$ cat config.mk
export PLATFORM = sky130hd
export DESIGN_NAME = scaled_ordered_dither_top_flat
export DESIGN_NICKNAME = d
export VERILOG_FILES = /design/src/hdl/sod_pkg.sv /design/src/hdl/sod_if.sv /design/src/hdl/scaled_ordered_dither_top.sv /design/src/hdl/sod_dither.sv /design/src/flat_wrapper.sv
export VERILOG_INCLUDE_DIRS = /design/src /design/src/hdl
export SDC_FILE = /design/constraint.sdc
export NUM_CORES = 1
export LEC_CHECK = 0
export ABC_AREA = 1
export BUFFER_PORTS_ARGS = -buffer_cell sky130_fd_sc_hd__buf_2
export CAP_MARGIN = 20
export CORE_MARGIN = 3
export CORE_UTILIZATION = 40
export CTS_CLUSTER_DIAMETER = 100
export DETAILED_ROUTE_END_ITERATION = 6
export PLACE_DENSITY = 0.53
export SYNTH_ARGS = -nofsm -noshare
export SYNTH_HDL_FRONTEND = slang
export SYNTH_HIERARCHICAL = 1
export SYNTH_SLANG_ARGS = --single-unit
$ cat constraint.sdc
create_clock -name clk -period 6.59 [get_ports clk]
set_clock_uncertainty 0.2 [all_clocks]
set_input_delay 0.659 -clock clk [delete_from_list [all_inputs] [get_ports clk]]
set_output_delay 0.659 -clock clk [all_outputs]
set_load 0.01 [all_outputs]
$ cat src/hdl/assert_macros.svh
// assertion macros used by the top-level rtl file
`ifndef ASSERT_MACROS_SVH
`define ASSERT_MACROS_SVH

`ifndef NO_ASSERTIONS

// same-cycle implication, sampled on clk, off while rst_n is low
`define SOD_ASSERT_IMP(lbl, ante, cons) \
    lbl: assert property (@(posedge clk) disable iff (!rst_n) (ante) |-> (cons)) \
        else $error("sod assertion failed");

// next-cycle implication, sampled on clk, off while rst_n is low
`define SOD_ASSERT_NXT(lbl, ante, cons) \
    lbl: assert property (@(posedge clk) disable iff (!rst_n) (ante) |=> (cons)) \
        else $error("sod assertion failed");

`else

`define SOD_ASSERT_IMP(lbl, ante, cons)
`define SOD_ASSERT_NXT(lbl, ante, cons)

`endif

`endif

$ cat src/hdl/sod_pkg.sv
// types, register codes and threshold tables for the scaled ordered dither
`default_nettype none

package sod_pkg;

    // configuration register indexes
    typedef enum logic [2:0] {
        REG_MODE_FLAGS      = 3'd0,
        REG_PLANE_COUNT     = 3'd1,
        REG_DEST_BIT_OFFSET = 3'd2,
        REG_SRC_ORIGIN      = 3'd3,
        REG_X_STEP          = 3'd4,
        REG_Y_STEP          = 3'd5,
        REG_CLIP_WINDOW     = 3'd6
    } cfg_reg_t;

    localparam int CFG_INDEX_W = 3;
    localparam int CFG_DATA_W  = 32;

    // mode flag bit positions
    localparam int FLAG_HALFTONE = 0;
    localparam int FLAG_LIGHT    = 1;
    localparam int FLAG_CLEAR    = 2;
    localparam int FLAG_CLIP     = 3;

    localparam int MAX_PLANES = 8;
    localparam int FRAC_BITS  = 16;

    // reset values of the registers
    localparam logic [3:0]  PLANE_COUNT_RST = 4'd4;
    localparam logic [31:0] STEP_RST        = 32'h0001_0000;
    localparam logic [23:0] CLIP_WINDOW_RST = 24'hFFF000;

    // threshold tables, indexed by {row[1:0], column[1:0]}
    localparam logic [3:0] THR_ORDERED [16] = '{
        4'd0, 4'd8, 4'd2, 4'd10, 4'd12, 4'd4, 4'd14, 4'd6,
        4'd3, 4'd11, 4'd1, 4'd9, 4'd14, 4'd7, 4'd13, 4'd5
    };
    localparam logic [3:0] THR_HALFTONE [16] = '{
        4'd5, 4'd12, 4'd14, 4'd3, 4'd8, 4'd0, 4'd6, 4'd10,
        4'd13, 4'd2, 4'd4, 4'd14, 4'd7, 4'd11, 4'd9, 4'd1
    };

    // msb-first bit masks
    localparam logic [7:0] MASK_OF_BIT [8] = '{
        8'd128, 8'd64, 8'd32, 8'd16, 8'd8, 8'd4, 8'd2, 8'd1
    };

    // controls handed to the dither decision
    typedef struct packed {
        logic       halftone;
        logic       light;
        logic       clipped;
        logic [3:0] plane_count;
    } dith_ctrl_t;

endpackage

`default_nettype wire

$ cat src/hdl/sod_if.sv
// valid/ready channel interfaces for pixel items and result items
`default_nettype none

interface sod_pixel_if;
    logic       valid;
    logic       ready;
    logic [7:0] plane_bits;
    logic       row_end;
    logic       frame_end;

    modport source (output valid, output plane_bits, output row_end, output frame_end,
                    input ready);
    modport sink (input valid, input plane_bits, input row_end, input frame_end,
                  output ready);
endinterface

interface sod_result_if;
    logic        valid;
    logic        ready;
    logic [11:0] row_index;
    logic [9:0]  byte_index;
    logic [7:0]  bit_mask;
    logic        clear_bits;
    logic [15:0] next_src_x;
    logic [15:0] next_src_y;
    logic        frame_done;

    modport source (output valid, output row_index, output byte_index, output bit_mask,
                    output clear_bits, output next_src_x, output next_src_y,
                    output frame_done, input ready);
    modport sink (input valid, input row_index, input byte_index, input bit_mask,
                  input clear_bits, input next_src_x, input next_src_y,
                  input frame_done, output ready);
endinterface

`default_nettype wire

$ cat src/hdl/scaled_ordered_dither_top.sv
// top level of the scaled ordered dither: registers, counters, accumulators, result stage
//
//  channel  | direction | handshake       | payload
//  ---------+-----------+-----------------+-----------------------------------------------
//  pixel    | in        | valid / ready   | plane_bits, row_end, frame_end
//  result   | out       | valid / ready   | row_index, byte_index, bit_mask, clear_bits,
//           |           |                 | next_src_x, next_src_y, frame_done
//  cfg      | in        | cfg_we only     | cfg_index, cfg_data
//
//  one item per cycle unless result.ready stalls; each result shows in the next cycle
//  the per-item path is the 32-bit accumulator add and the threshold compare
//  rst_n sets the configuration, walk state and result valid to their reset values;
//  the result payload has no reset and is loaded only when an item is accepted
//  pixel.ready stays high while the result register is empty or being taken,
//  so a waiting result stalls the input only while result.ready is low
`default_nettype none

`include "assert_macros.svh"

module scaled_ordered_dither_top
    import sod_pkg::*;
#(
    parameter int MAX_DEST_WIDTH  = 4096,
    parameter int MAX_DEST_HEIGHT = 4096
)
(
    input  wire logic                   clk,
    input  wire logic                   rst_n,
    input  wire logic                   cfg_we,
    input  wire logic [CFG_INDEX_W-1:0] cfg_index,
    input  wire logic [CFG_DATA_W-1:0]  cfg_data,
    sod_pixel_if.sink                   pixel,
    sod_result_if.source                result
);

    // counter widths follow the destination limits
    localparam int CW  = $clog2(MAX_DEST_WIDTH);
    localparam int RW  = $clog2(MAX_DEST_HEIGHT);
    // position sum wide enough for column plus a 12-bit offset, and for bits 12..3
    localparam int PW  = ((CW > 12) ? CW : 12) + 1;
    localparam int RXW = (RW > 12) ? RW : 12;

    // configuration registers
    logic [3:0]  mode_reg,   mode_next;
    logic [3:0]  planes_reg, planes_next;
    logic [11:0] offset_reg, offset_next;
    logic [31:0] origin_reg, origin_next;
    logic [31:0] xstep_reg,  xstep_next;
    logic [31:0] ystep_reg,  ystep_next;
    logic [23:0] clip_reg,   clip_next;

    // walk state
    logic [CW-1:0] col_reg,  col_next;
    logic [RW-1:0] row_reg,  row_next;
    logic [31:0]   xacc_reg, xacc_next;
    logic [31:0]   yacc_reg, yacc_next;

    // result stage
    logic        res_valid_reg, res_valid_next;
    logic [11:0] row_index_reg;
    logic [9:0]  byte_index_reg;
    logic [7:0]  bit_mask_reg;
    logic        clear_bits_reg;
    logic [15:0] next_x_reg;
    logic [15:0] next_y_reg;
    logic        frame_done_reg;

    logic          accept;
    logic [PW-1:0] pos;
    logic [RXW-1:0] row_ext;
    logic [11:0]   row12;
    logic          clipped;
    dith_ctrl_t    dctrl;
    logic [7:0]    mask;
    logic [31:0]   origin_xacc;
    logic [31:0]   origin_yacc;
    logic [CW:0]   col_plus;
    logic [RW:0]   row_plus;
    logic [CW-1:0] col_wrap;
    logic [RW-1:0] row_wrap;
    logic [CW-1:0] col_item;
    logic [RW-1:0] row_item;
    logic [31:0]   xacc_item;
    logic [31:0]   yacc_item;

    // the result register frees itself when taken, so the input is open then too
    assign pixel.ready = !res_valid_reg || result.ready;
    assign accept      = pixel.valid && pixel.ready;

    // destination placement of the current pixel
    assign pos     = PW'(col_reg) + PW'(offset_reg);
    assign row_ext = RXW'(row_reg);
    assign row12   = row_ext[11:0];
    assign clipped = mode_reg[FLAG_CLIP] &&
                     ((row12 < clip_reg[11:0]) || (row12 > clip_reg[23:12]));

    assign dctrl.halftone    = mode_reg[FLAG_HALFTONE];
    assign dctrl.light       = mode_reg[FLAG_LIGHT];
    assign dctrl.clipped     = clipped;
    assign dctrl.plane_count = planes_reg;

    sod_dither u_dither (
        .plane_bits (pixel.plane_bits),
        .ctrl       (dctrl),
        .col_phase  (col_reg[1:0]),
        .row_phase  (row_reg[1:0]),
        .bit_pos    (pos[2:0]),
        .bit_mask   (mask)
    );

    // accumulators reload to the origin's integer part
    assign origin_xacc = {origin_reg[15:0], 16'h0000};
    assign origin_yacc = {origin_reg[31:16], 16'h0000};

    // counters wrap at the destination limits
    assign col_plus = (CW+1)'(col_reg) + (CW+1)'(1);
    assign row_plus = (RW+1)'(row_reg) + (RW+1)'(1);
    assign col_wrap = (col_plus >= (CW+1)'(MAX_DEST_WIDTH))  ? '0 : col_plus[CW-1:0];
    assign row_wrap = (row_plus >= (RW+1)'(MAX_DEST_HEIGHT)) ? '0 : row_plus[RW-1:0];

    // state after one pixel; frame end wins over row end
    always_comb
    begin
        col_item  = col_reg;
        row_item  = row_reg;
        xacc_item = xacc_reg;
        yacc_item = yacc_reg;
        if (pixel.frame_end)
        begin
            col_item  = '0;
            row_item  = '0;
            xacc_item = origin_xacc;
            yacc_item = origin_yacc;
        end
        else if (pixel.row_end)
        begin
            // y steps once every fourth row
            if (row_reg[1:0] == 2'd3)
            begin
                yacc_item = yacc_reg + ystep_reg;
            end
            col_item  = '0;
            row_item  = row_wrap;
            xacc_item = origin_xacc;
        end
        else
        begin
            // x steps once every fourth column
            if (col_reg[1:0] == 2'd3)
            begin
                xacc_item = xacc_reg + xstep_reg;
            end
            col_item = col_wrap;
        end
    end

    // register writes and walk state update
    always_comb
    begin
        mode_next   = mode_reg;
        planes_next = planes_reg;
        offset_next = offset_reg;
        origin_next = origin_reg;
        xstep_next  = xstep_reg;
        ystep_next  = ystep_reg;
        clip_next   = clip_reg;
        col_next    = col_reg;
        row_next    = row_reg;
        xacc_next   = xacc_reg;
        yacc_next   = yacc_reg;

        if (accept)
        begin
            col_next  = col_item;
            row_next  = row_item;
            xacc_next = xacc_item;
            yacc_next = yacc_item;
        end

        if (cfg_we)
        begin
            case (cfg_reg_t'(cfg_index))
                REG_MODE_FLAGS:      mode_next   = cfg_data[3:0];
                REG_PLANE_COUNT:     planes_next = cfg_data[3:0];
                REG_DEST_BIT_OFFSET: offset_next = cfg_data[11:0];
                REG_SRC_ORIGIN:
                begin
                    // an origin write reloads both accumulators at once
                    origin_next = cfg_data;
                    xacc_next   = {cfg_data[15:0], 16'h0000};
                    yacc_next   = {cfg_data[31:16], 16'h0000};
                end
                REG_X_STEP:          xstep_next  = cfg_data;
                REG_Y_STEP:          ystep_next  = cfg_data;
                REG_CLIP_WINDOW:     clip_next   = cfg_data[23:0];
                default:             ;
            endcase
        end
    end

    assign res_valid_next = accept ? 1'b1 : (result.ready ? 1'b0 : res_valid_reg);

    always_ff @(posedge clk or negedge rst_n)
    begin
        if (!rst_n)
        begin
            mode_reg      <= '0;
            planes_reg    <= PLANE_COUNT_RST;
            offset_reg    <= '0;
            origin_reg    <= '0;
            xstep_reg     <= STEP_RST;
            ystep_reg     <= STEP_RST;
            clip_reg      <= CLIP_WINDOW_RST;
            col_reg       <= '0;
            row_reg       <= '0;
            xacc_reg      <= '0;
            yacc_reg      <= '0;
            res_valid_reg <= 1'b0;
        end
        else
        begin
            mode_reg      <= mode_next;
            planes_reg    <= planes_next;
            offset_reg    <= offset_next;
            origin_reg    <= origin_next;
            xstep_reg     <= xstep_next;
            ystep_reg     <= ystep_next;
            clip_reg      <= clip_next;
            col_reg       <= col_next;
            row_reg       <= row_next;
            xacc_reg      <= xacc_next;
            yacc_reg      <= yacc_next;
            res_valid_reg <= res_valid_next;
        end
    end

    // result payload, loaded with each accepted item
    always_ff @(posedge clk)
    begin
        if (accept)
        begin
            row_index_reg  <= row12;
            byte_index_reg <= pos[12:3];
            bit_mask_reg   <= mask;
            clear_bits_reg <= mode_reg[FLAG_CLEAR];
            next_x_reg     <= xacc_item[31:FRAC_BITS];
            next_y_reg     <= yacc_item[31:FRAC_BITS];
            frame_done_reg <= pixel.frame_end;
        end
    end

    assign result.valid      = res_valid_reg;
    assign result.row_index  = row_index_reg;
    assign result.byte_index = byte_index_reg;
    assign result.bit_mask   = bit_mask_reg;
    assign result.clear_bits = clear_bits_reg;
    assign result.next_src_x = next_x_reg;
    assign result.next_src_y = next_y_reg;
    assign result.frame_done = frame_done_reg;

    // a new item is never taken over a result that is still held
    `SOD_ASSERT_IMP(a_no_overwrite, accept, !res_valid_reg || result.ready)

    // a frame end leaves the walk at the top-left corner
    `SOD_ASSERT_NXT(a_frame_restart, accept && pixel.frame_end, col_reg == '0 && row_reg == '0)

    // a row or frame end reloads x from the origin
    `SOD_ASSERT_NXT(a_row_reload, accept && (pixel.row_end || pixel.frame_end),
                    xacc_reg == {origin_reg[15:0], 16'h0000})

    // clipped rows never carry a mask
    `SOD_ASSERT_IMP(a_clip_mask, result.valid && mode_reg[FLAG_CLIP] &&
                    ((result.row_index < clip_reg[11:0]) || (result.row_index > clip_reg[23:12])),
                    result.bit_mask == 8'd0)

endmodule

`default_nettype wire

$ cat src/hdl/sod_dither.sv
// level build, threshold compare and bit mask for one pixel
`default_nettype none

module sod_dither
    import sod_pkg::*;
(
    input  wire logic [7:0] plane_bits,
    input  wire dith_ctrl_t ctrl,
    input  wire logic [1:0] col_phase,
    input  wire logic [1:0] row_phase,
    input  wire logic [2:0] bit_pos,
    output logic [7:0]      bit_mask
);

    logic [3:0] plane_lim;
    logic [3:0] level_raw;
    logic [3:0] level;
    logic [3:0] thr;

    // last four planes end up top aligned
    always_comb
    begin
        plane_lim = (ctrl.plane_count > 4'(MAX_PLANES)) ? 4'(MAX_PLANES) : ctrl.plane_count;
        level_raw = '0;
        for (int i = 0; i < MAX_PLANES; i++)
        begin
            if (4'(i) < plane_lim)
            begin
                level_raw = {plane_bits[i], level_raw[3:1]};
            end
        end
    end

    assign level = ctrl.light ? (level_raw >> 1) : level_raw;
    assign thr   = ctrl.halftone ? THR_HALFTONE[{row_phase, col_phase}]
                                 : THR_ORDERED[{row_phase, col_phase}];

    assign bit_mask = ((thr < level) && !ctrl.clipped) ? MASK_OF_BIT[bit_pos] : 8'd0;

endmodule

`default_nettype wire

$ cat src/flat_wrapper.sv
// flat-port wrapper written by rule: the top's interface ports become plain ports
module scaled_ordered_dither_top_flat import sod_pkg::*;
#(
    parameter int MAX_DEST_WIDTH  = 4096,
    parameter int MAX_DEST_HEIGHT = 4096
)
  (clk, rst_n, cfg_we, cfg_index, cfg_data, pixel_valid, pixel_plane_bits, pixel_row_end, pixel_frame_end, pixel_ready, result_valid, result_row_index, result_byte_index, result_bit_mask, result_clear_bits, result_next_src_x, result_next_src_y, result_frame_done, result_ready);
  sod_pixel_if pixel_i ();
  sod_result_if result_i ();
  input  wire logic clk;
  input  wire logic rst_n;
  input  wire logic cfg_we;
  input  wire logic [CFG_INDEX_W-1:0] cfg_index;
  input  wire logic [CFG_DATA_W-1:0] cfg_data;
  input wire logic [$bits(pixel_i.valid)-1:0] pixel_valid;
  input wire logic [$bits(pixel_i.plane_bits)-1:0] pixel_plane_bits;
  input wire logic [$bits(pixel_i.row_end)-1:0] pixel_row_end;
  input wire logic [$bits(pixel_i.frame_end)-1:0] pixel_frame_end;
  output wire logic [$bits(pixel_i.ready)-1:0] pixel_ready;
  output wire logic [$bits(result_i.valid)-1:0] result_valid;
  output wire logic [$bits(result_i.row_index)-1:0] result_row_index;
  output wire logic [$bits(result_i.byte_index)-1:0] result_byte_index;
  output wire logic [$bits(result_i.bit_mask)-1:0] result_bit_mask;
  output wire logic [$bits(result_i.clear_bits)-1:0] result_clear_bits;
  output wire logic [$bits(result_i.next_src_x)-1:0] result_next_src_x;
  output wire logic [$bits(result_i.next_src_y)-1:0] result_next_src_y;
  output wire logic [$bits(result_i.frame_done)-1:0] result_frame_done;
  input wire logic [$bits(result_i.ready)-1:0] result_ready;
  assign pixel_i.valid = pixel_valid;
  assign pixel_i.plane_bits = pixel_plane_bits;
  assign pixel_i.row_end = pixel_row_end;
  assign pixel_i.frame_end = pixel_frame_end;
  assign pixel_ready = pixel_i.ready;
  assign result_valid = result_i.valid;
  assign result_row_index = result_i.row_index;
  assign result_byte_index = result_i.byte_index;
  assign result_bit_mask = result_i.bit_mask;
  assign result_clear_bits = result_i.clear_bits;
  assign result_next_src_x = result_i.next_src_x;
  assign result_next_src_y = result_i.next_src_y;
  assign result_frame_done = result_i.frame_done;
  assign result_i.ready = result_ready;
  scaled_ordered_dither_top #(.MAX_DEST_WIDTH(MAX_DEST_WIDTH), .MAX_DEST_HEIGHT(MAX_DEST_HEIGHT)) u_core (.clk(clk), .rst_n(rst_n), .cfg_we(cfg_we), .cfg_index(cfg_index), .cfg_data(cfg_data), .pixel(pixel_i), .result(result_i));
endmodule
==> impl_metrics.json <==
{
  "run_status": "complete, no violations",
  "routedWlPerCell_um": 17.2,
  "drt.antenna.violating_nets": 0,
  "cap_violations": 0,
  "drive_above_1_share": 0.102,
  "ys_types": 56,
  "crit_arrival_ns": 3.46,
  "peakVddDrop_mv": 0.174,
  "end_kind": "register",
  "syn-num-nets": 2763,
  "max_stage_delay_ns": 0.62,
  "clockBufferDepth": 3,
  "synthFlopType": "dfrtp_1",
  "grt-ovfl-total": 0,
  "synth.most_common_cell": "nand2_1",
  "critPathRequiredTime_ns": 6.80,
  "drt_first_pass_iters": 5,
  "ys_warn_count": 6,
  "cts_sinks": 293,
  "cp-start-kind": "register",
  "area_growth_pct": 12.7,
  "ctsRootBufferMaster": "clkbuf_16",
  "p_leak_nw": 11.3,
  "synthTopCellsByArea": "dfrtp_1 29%, nand2_1 18%, edfxtp_1 10%, inv_1 7.9%, ha_1 7.0%",
  "wl_um": 57400,
  "hold_viol": 0,
  "setup_viol": 0,
  "drv_slew": 0,
  "post-place-ws_ns": 2.94,
  "ios": 116,
  "hp-class": "primary input to register",
  "seq_area_frac_synth": 0.408,
  "cts_buffers": 36,
  "num-nets-final": 2865,
  "postCtsSetupRepairBufs": 0,
  "synthesis.instances": 2605,
  "dieHeight_um": 223,
  "dp_hpwl_um": 42300,
  "tightest_slew_ns": 0.982,
  "clk_pin_slew_ns": 0.06,
  "cts_tree": "yes",
  "syn_area_per_cell_um2": 7.21,
  "grt_pass1_wl_um": 90500,
  "finalCriticalPeriod_ns": 3.24,
  "dieArea_um2": 49600,
  "antenna_found_initial": 4,
  "drt-initial-drc-count": 1148,
  "gp_congestion": 0.922,
  "path_max_fanout": 25,
  "fillers": 4728,
  "grt_max_degree": 153,
  "rsz0062_at_grt": "no",
  "core_um2": 45900,
  "p_per_area_nw_per_um2": 307,
  "max_freq_mhz": 308,
  "tns_ns": 0,
  "slew_headroom": 0.345,
  "slowest_stage": "nand2_1",
  "grt_pass1_vias": 16200,
  "fin_util": 0.462,
  "hold_depth": 3,
  "async_flop_share": 0.782,
  "synth-edff-count": 64,
  "grtUsageTotal": 0.230,
  "synthTopCellsByCount": "916 x nand2_1, 395 x inv_1, 214 x dfrtp_1, 152 x a21oi_1, 150 x nand3_1",
  "io_buffers": 115,
  "worst_slack_ns": 3.35,
  "synth-seq-cells": 293,
  "vias": 16700,
  "drcViolationCount": 0,
  "die_x_um": 223,
  "whs_ns": 0.156,
  "crit_path_frequent_cell": "nor2_1",
  "synth_top_cell_by_area": "dfrtp_1",
  "synth_top_cell_area_share": 0.285,
  "worst-setup-path-type": "register to register",
  "clock_latency_ns": 0.55,
  "vias_per_cell": 5.01,
  "syn_area_um2": 18800,
  "row_count": 78,
  "initial_utilization": 0.410,
  "path_cells": "ha_1, nand2_1, clkinv_1, buf_16, nor2_1, nor2_1, a22oi_1, nor2_1",
  "period_share": 0.492,
  "r2r_cells": 8,
  "h-tree-depth": 2
}
## layout by cell type (no fill, tap or decap), types with 4 or more instances in the layout
cell type  Yosys  routed
nand4_1       12      12
nor3_1        15      15
nor2_4         3       4
xor2_1        19      19
buf_2         17     114
o21ai_0      149     149
a211oi_1       7       7
o21bai_1       5       5
edfxtp_1      64      64
a31oi_1        6       6
o211ai_1      19      19
a21oi_1      152     152
clkbuf_16      0      37
clkbuf_1      36      10
dfstp_2       15      15
o21ai_1        4       4
a22oi_1        5       5
and3_1         4       4
nor2_2        22      21
xnor2_1       28      28
clkinv_2       0       6
nor2_1       145     145
clkbuf_8       0       4
nand2_2       18      20
inv_2         18      18
nand3_1      150     150
dfrtp_1      214     214
inv_1        395     394
nand2_4        4       4
bufinv_16      0       4
ha_1         105     105
nand2_1      916     914
buf_4          1       7
nand3_2       12      12
## cells by family after synthesis
kind of cell | after synthesis | share of synthesized area
buffers and inverters | 478 | 0.100
adders and majority gates | 108 | 0.0731
and+or+nand+nor | 1311 | 0.289
DFF | 293 | 0.408
AOI/OAI and AO/OA | 368 | 0.107
xor gates and xnor gates | 47 | 0.0219
## final timing paths
kind                                           startpoint                            endpoint  slack, ns
hold / removal                               cfg_data[19]       u_core/yacc_reg[19]$_DFF_PN0_       0.16
min in group asynchronous                           rst_n     u_core/result.valid$_DFFE_PN0P_       0.46
hold reg to reg            u_core/mode_reg[2]$_DFFE_PN0P_  u_core/result.clear_bits$_DFFE_PP_       0.26
max in group asynchronous                           rst_n   u_core/origin_reg[20]$_DFFE_PN0P_       4.37
setup reg to reg              u_core/row12[1]$_DFFE_PN0P_       u_core/yacc_reg[13]$_DFF_PN0_       3.35
setup / recovery              u_core/row12[1]$_DFFE_PN0P_       u_core/yacc_reg[13]$_DFF_PN0_       3.35
## critical path, delay by kind of cell, from the launching register on
kind            cells  cell delay, ns
buf+inv             2            0.96
simple gates        4            0.85
flops               1            0.54
fa+ha+maj           1            0.35
compound gates      1            0.19
## where the power goes
part           leakage (nW)  switching (W)  total [W]  internal [W]
combinational          7.22        0.00136    0.00208      0.000723
clock                 0.589       0.000800    0.00204       0.00124
sequential             3.51       0.000213    0.00239       0.00218
## repair_timing
item                                   in CTS  in global routing
endpoints found under the hold margin      76                  0
gates resized for setup                     0                  0
hold buffers                                1                  0
## per-stage QoR
stage                     cell area [µm²]  total power (W)  cells
after detailed placement            19900          0.00449   3267
after global placement              19900          0.00446   3265
final                               21200          0.00651   3336
after CTS                           21100          0.00657   3332
after floorplan                     18800          0.00388   2605
after global routing                21200          0.00699   3333
## routing by layer
metal | GRT usage | share of wire | vias up
met2 | 0.371 | 0.45 | 423
met4 | 0.0634 | 0.022 | 0
li1 | - | - | 8459
met5 | 0 | 0 | -
met1 | 0.326 | 0.47 | 7774
met3 | 0.0309 | 0.057 | 69
## final cells by class
type / count / area (µm²) / share of cell area
Sequential cell: 293 / 7670 / 0.362
Clock inverter: 13 / 178 / 0.00839
Timing Repair Buffer: 127 / 743 / 0.0351
Antenna cell: 3 / 7.51 / 0.000355
Clock buffer: 51 / 1020 / 0.0481
Multi-Input combinational cell: 1834 / 9240 / 0.436
Inverter: 415 / 1560 / 0.0738
Tap cell: 600 / 751 / 0.0355
No activity file was read; power rests on OpenSTA's default activity.
